--- src/sv/assert_macros.svh ---
// Assertion helpers shared by the RTL files.
`ifndef ASSERT_MACROS_SVH
`define ASSERT_MACROS_SVH

// Check that an antecedent implies a consequent in the same cycle.
`define ASSERT_IMPLY(label, clk, rst_n, ante, cons) \
  label: assert property (@(posedge clk) disable iff (!rst_n) (ante) |-> (cons)) \
    else $error("assertion failed");

// Check that an antecedent implies a consequent in the next cycle.
`define ASSERT_NEXT(label, clk, rst_n, ante, cons) \
  label: assert property (@(posedge clk) disable iff (!rst_n) (ante) |=> (cons)) \
    else $error("assertion failed");

`endif

--- src/sv/fpalu_pkg.sv ---
`default_nettype none
package fpalu_pkg;
  localparam int FracBitsDefault = 8;
  localparam int QueueDepthDefault = 4;

  localparam logic [3:0] KIND_ADD = 4'd0;
  localparam logic [3:0] KIND_SUB = 4'd1;
  localparam logic [3:0] KIND_MUL = 4'd2;
  localparam logic [3:0] KIND_DIV = 4'd3;
  localparam logic [3:0] KIND_INC = 4'd4;
  localparam logic [3:0] KIND_DEC = 4'd5;
  localparam logic [3:0] KIND_MIN = 4'd6;
  localparam logic [3:0] KIND_MAX = 4'd7;
  localparam logic [3:0] KIND_CMP = 4'd8;
  localparam logic [3:0] KIND_FROM_INT = 4'd9;
  localparam logic [3:0] KIND_TO_INT = 4'd10;

  // Classified word handed from front to back.
  typedef struct packed {
    logic [3:0]  kind;
    logic signed [31:0] a;
    logic signed [31:0] b;
    logic        lt;
    logic        eq;
    logic        gt;
  } fpalu_word_t;

  typedef struct packed {
    logic signed [31:0] value;
    logic        lt;
    logic        eq;
    logic        gt;
    logic        ovf;
    logic        dz;
  } fpalu_res_t;
endpackage
`default_nettype wire

--- src/sv/fpalu_front.sv ---
`default_nettype none
`include "assert_macros.svh"
module fpalu_front #(
  parameter int QueueDepth = 4
) (
  input  wire  clk,
  input  wire  rst_n,
  input  wire  push,
  input  wire  [3:0] kind,
  input  wire  signed [31:0] operand_a,
  input  wire  signed [31:0] operand_b,
  output logic full,
  input  wire  pop,
  output logic empty,
  output fpalu_pkg::fpalu_word_t head
);
  import fpalu_pkg::*;
  localparam int AW = (QueueDepth > 1) ? $clog2(QueueDepth) : 1;

  fpalu_word_t mem [QueueDepth];
  logic [AW-1:0] wp_r, rp_r;
  logic [AW:0]   cnt_r;
  fpalu_word_t   wd;

  always_comb begin
    wd.kind = kind;
    wd.a    = operand_a;
    wd.b    = operand_b;
    wd.lt   = operand_a < operand_b;
    wd.eq   = operand_a == operand_b;
    wd.gt   = operand_a > operand_b;
  end

  assign full  = cnt_r == (AW+1)'(QueueDepth);
  assign empty = cnt_r == '0;
  assign head  = mem[rp_r];

  always_ff @(posedge clk) begin
    if (push && !full) begin
      mem[wp_r] <= wd;
    end
  end

  always_ff @(posedge clk) begin
    if (!rst_n) begin
      wp_r  <= '0;
      rp_r  <= '0;
      cnt_r <= '0;
    end else begin
      if (push && !full) begin
        wp_r <= (wp_r == AW'(QueueDepth - 1)) ? '0 : wp_r + 1'b1;
      end
      if (pop && !empty) begin
        rp_r <= (rp_r == AW'(QueueDepth - 1)) ? '0 : rp_r + 1'b1;
      end
      cnt_r <= cnt_r + (AW+1)'(push && !full) - (AW+1)'(pop && !empty);
    end
  end

  `ASSERT_IMPLY(a_cnt_range, clk, rst_n, 1'b1, cnt_r <= (AW+1)'(QueueDepth))
  `ASSERT_NEXT(a_push_notempty, clk, rst_n, push && !full, !empty)
  `ASSERT_IMPLY(a_flags_onehot, clk, rst_n, !empty, $onehot({head.lt, head.eq, head.gt}))
endmodule
`default_nettype wire

--- config.mk ---
export PLATFORM = sky130hd
export DESIGN_NAME = fpalu_front
export DESIGN_NICKNAME = d
export VERILOG_FILES = /design/src/sv/fpalu_pkg.sv /design/src/sv/fpalu_front.sv
export VERILOG_INCLUDE_DIRS = /design/src /design/src/sv
export SDC_FILE = /design/constraint.sdc
export NUM_CORES = 1
export LEC_CHECK = 0
export ABC_AREA = 0
export BUFFER_PORTS_ARGS = -buffer_cell sky130_fd_sc_hd__buf_4
export CAP_MARGIN = 10
export CORE_ASPECT_RATIO = 1.2
export CORE_MARGIN = 2
export CORE_UTILIZATION = 60
export CTS_BUF_LIST = sky130_fd_sc_hd__clkbuf_4 sky130_fd_sc_hd__clkbuf_8 sky130_fd_sc_hd__clkbuf_16
export CTS_CLUSTER_SIZE = 16
export DETAILED_ROUTE_END_ITERATION = 8
export PLACE_DENSITY_LB_ADDON = 0.08
export SLEW_MARGIN = 20
export SYNTH_ARGS = -nofsm -noshare
export SYNTH_HDL_FRONTEND = slang
export SYNTH_SLANG_ARGS = --single-unit
--- constraint.sdc ---
create_clock -name clk -period 7.2 [get_ports clk]
set_input_delay 0.72 -clock clk [delete_from_list [all_inputs] [get_ports clk]]
set_output_delay 0.72 -clock clk [all_outputs]
set_load 0.02 [all_outputs]
# [After elaboration in Yosys (flattened, before gate mapping)]
# Memory sizes are Yosys's and may differ from the RTL's. A register that Yosys moved wholly into a read port is not among the register bits.
# Cells that the tools add are included.
# W data, S select, Z words.
[op_classes] n_eq_ne=4 shifts=0 muxes=6 n_bitwise=0 magnitude_cmp=2 reduce_logical=5 div_mod_pow=0 n_mul=0 n_addsub=4
[op_table] cell="$eq A32 B32 Y1" n=1
[op_table] cell="$gt A32 B32 Y1" n=1
[op_table] cell="$lt A32 B32 Y1" n=1
[op_table] cell="$mux W2" n=4
[op_table] cell="$add A2 B1 Y2 const B" n=2
[op_table] cell="$eq A2 B2 Y1 const B" n=2
[op_table] cell="$add A3 B1 Y3" n=1
[op_table] cell="$eq A3 B3 Y1 const B" n=1
[op_table] cell="$logic_not A3 Y1" n=1
[op_table] cell="$sub A3 B1 Y3" n=1
[op_table] cell="$logic_and A1 B1 Y1" n=2
[op_table] cell="$logic_not A1 Y1" n=2
[op_table] cell="$mux W1" n=2
[totals] romBits=0 ramBits=284 mem_count=1 wordCells=25 out_inout_bits=73 ff_bits=7 latch_bits=0 in_bits=72
[mem_list] memory="mem" depth=4 width=71 read_ports=1 rd_clocked_by_memory_dff=1 wr=1 line_no="fpalu_front.sv:20" text="fpalu_word_t mem [QueueDepth];"

# [Logic depth before layout (Yosys ltp)]
[depth] word_depth=5 depth_mapped=11 mapped_depth_nobuf=11

# [Worst setup path after synthesis]
# OpenSTA, ideal clock, no wires.
[synth_timing] path_kind="input to register" startpoint="input push" endpoint="memory mem[0][0] (netlist name), enable pin" setup_ns=0.437 slack_ns=4.096 t_required_ns=6.763 arrival_ns=2.668 stages=2 n_path_buf=0 path_cell_list="nor2b_1 and2_1"
[synth_between] elab_chain_cells=3
[synth_lines] item="from (decl)" line_no="fpalu_front.sv:8" text="input wire push,"
[synth_lines] item="$logic_and A1 B1 Y1" line_no="fpalu_front.sv:39" text="if (push && !full) begin"
[synth_lines] item="$mux W1" line_no="fpalu_front.sv:39"
[synth_lines] item="$mux W1 (not written as such)" line_no="fpalu_front.sv:40" text="mem[wp_r] <= wd;"
[synth_lines] item="to (decl)" line_no="fpalu_front.sv:20"
# No other way between the ends.

==> reports/results.tsv <==
metric	value	unit
Hold Startpoint	kind[2]	
post-synthesis mux area share	0.140	
die width	130	um
dpl ws	3.85	ns
Post-synth ARST share	0	
Final min period	3.62	ns
fmax	0.276	GHz
CTS tree	yes	
starting density of the core	0.611	
Max H-tree Level	1	
share of cells above drive strength 1	0.384	
area of the mapped netlist	11500	um^2
Initial DRC Count	343	
Tot GR Track Use	0.209	
Gate Count Post-Synth	535	
drt pass-1 iters	4	
first-pass GRT wire length	31900	um
Routed Antenna Nets	0	
Reg clk slew, reported paths	0.06	ns
Inst Count DP	922	
sequential element share of the synthesized area	0.758	
global-route track usage on met1	0.277	
hold path depth	1	
Slew Viols, Final	0	
LEAKAGE	0.00491	uW
startpoint types	flip-flop	
DRC Markers	0	
number of antenna diodes	0	
Setup Skew	0.0116	ns
WL per Instance	21.1	um
most frequent cells in the layout	edfxtp_1 (284), buf_4 (147), mux4_2 (71)	
gr busiest metal	met2	
cts hold-fix bufs	0	
RSZ-0062 raised after global routing	no	
CTS Buf Count	28	
XOR/XNOR Fraction of Synth Area	0.00153	
maximum clock insertion buffer count	3	
largest family of logic cells by synthesized area	multiplexers	
critical path arrival	2.90	ns
initial antenna violation count	0	
Crit Path Category	flip-flop to output port	
MaxCap Viol Count	0	
CP peak stage delay	0.78	ns
worst hold path type	primary input to flip-flop	
CP required	6.48	ns
Synth Register Bits	293	
setup repair bufs after CTS	0	
Remaining Overflow, GRT	0	
reg2reg path depth	11	
Reg-to-Reg End	cnt_r[2]	
EDFF count, synth	284	
family with the most delay on the worst path	buffers and inverters	
met2 usage	0.364	
fin crit share	0.503	
Sink Count	293	
min setup slack post-route	3.58	ns
Hold Vio Cnt, Final	0	
Worst Path Buf+Inv	2	
Die Ht	156	um
Syn-to-layout area delta	20.4	%
vias in the first global route	5946	
outcome	finished clean	
worst-path cell chain	buf_4, mux4_2, buf_4	
synth warn	0	
DR vias	5511	
syn nets	647	
number of I/O pins	145	
Worst setup EP type	output port	
post-synthesis average cell area	21.5	um^2
HPWL Detailed	12400	um
R2R Path Start	cnt_r[1]	
Synth cell types	34	
Pwr Density	335	nW/um^2
Finished Layout Cells	975	
PortBufs	144	
Nets	810	
post-synthesis simple-gate area fraction	0.0218	
Routed WL	20600	um
CP dominant cell by count	buf_4	
vias per std cell	5.65	
sum of negative setup slack	0	ns
Synth Flop Type	edfxtp_1	
Worst VDD drop	0.254	mV
Worst-Skew Late Latency	0.53	ns
commonest non-fill, non-tap cell in the layout	edfxtp_1	
PostCTS Resize Cnt	0	
worst relative slew slack	0.268	
Min-Delay Endpoint	mem[0][69]	
Die Area	20300	um^2
Crit-path slowest cell	buf_4	
Synth Area in Compound Gates	0.0148	
met3 Use GR	0.0432	
Reg2Reg Setup Slack	4.76	ns
RD Place Congestion	0.719	
core area	18800	um^2
clock root buffer	clkbuf_16	
Post-Synth Adder-Cell Area	0.0442	
CP Max Fanout	41	
slew at the pin with the worst max-slew slack	1.10	ns
largest net degree at the start of global routing	72	
Setup violations, final	0	
FP Rows	55	
final hold slack	0.391	ns
worst register-to-register path, stage by stage, from the launching register on:
cell and delay [ns]:
dfxtp_1 0.42, nor3b_1 0.10, nor2b_1 0.33, inv_1 0.16, ha_1 0.30, inv_1 0.06
ha_1 0.13, inv_1 0.05, fa_1 0.37, xnor2_1 0.15, xnor2_1 0.13, and2_1 0.15
synthesized netlist by cell type, types with 2 or more instances:
| cell type | n | area share |
|---|---|---|
| dfxtp_1 | 9 | 0.016 |
| inv_1 | 40 | 0.013 |
| nand2b_1 | 3 | 0.0016 |
| a221oi_1 | 3 | 0.0023 |
| nand2_1 | 11 | 0.0036 |
| mux4_2 | 71 | 0.14 |
| a21oi_1 | 12 | 0.0052 |
| clkbuf_1 | 9 | 0.0029 |
| and2_1 | 7 | 0.0038 |
| buf_2 | 7 | 0.0031 |
| a21o_1 | 4 | 0.0026 |
| xnor2_1 | 2 | 0.0015 |
| nand3_1 | 2 | 0.00087 |
| nor2b_1 | 5 | 0.0027 |
| o21ai_0 | 5 | 0.0022 |
| nor3_1 | 3 | 0.0013 |
| ha_1 | 39 | 0.042 |
| edfxtp_1 | 284 | 0.74 |
| nand4_1 | 4 | 0.0022 |
sequential cells by signal, indices dropped and copies added (netlist names), named ones only:
signal and count:
mem 284, cnt_r 3, rp_r 2, wp_r 2
area by class of cell:
cell class	count	area (um^2)
clock buffers	33	756
multi-input cells	186	2560
inverters	40	150
flip-flops and latches	293	8720
well taps	256	320
clock inverters	18	165
repair buffers	149	1150
fillers	1118	4960
logic make-up (layout without fill, tap and decap cells):
| logic type | Yosys count | count (layout) |
|---|---|---|
| flip-flops | 293 | 293 |
| multiplexers | 72 | 72 |
| buffers and inverters | 56 | 240 |
| AND/OR/NAND/NOR | 44 | 44 |
| adder cells (fa/ha/maj) | 40 | 40 |
| AO/OA/AOI/OAI | 28 | 28 |
| XOR/XNOR | 2 | 2 |
how the worst max path moves through the flow:
stage                  start        end  slack [ns]  depth (start not counted)
6_report           flip-flop   head[17]        3.58                          3
5_1_grt            flip-flop   head[17]        3.31                          3
4_1_cts            flip-flop   head[17]        3.44                          3
3_5_place_dp   operand_b[31]  mem[0][0]        3.85                          9
3_3_place_gp   operand_b[31]  mem[2][0]        3.92                          9
2_1_floorplan           push  mem[0][0]        4.10                          2
power by group:
group / internal, uW / total [uW] / switching (uW)
combinational: 512 / 1050 / 540
sequential: 2050 / 2140 / 96.8
clock: 827 / 1430 / 606
total: 3390 / 4630 / 1240
per-stage QoR:
step,util,total power [uW],cell area (um^2)
floorplan,-,2820,11500
global placement,0.684,3220,12900
detailed placement,0.684,3240,12900
CTS,0.733,4670,13800
global route,0.736,4810,13800
finish,0.736,4630,13800
metal layers:
layer  wire (um)  part of all wire
met5           0                 0
met3        1290             0.063
met1        8300              0.40
met2       10700              0.52
met4         301             0.015
Power figures use the tool's default switching activity.
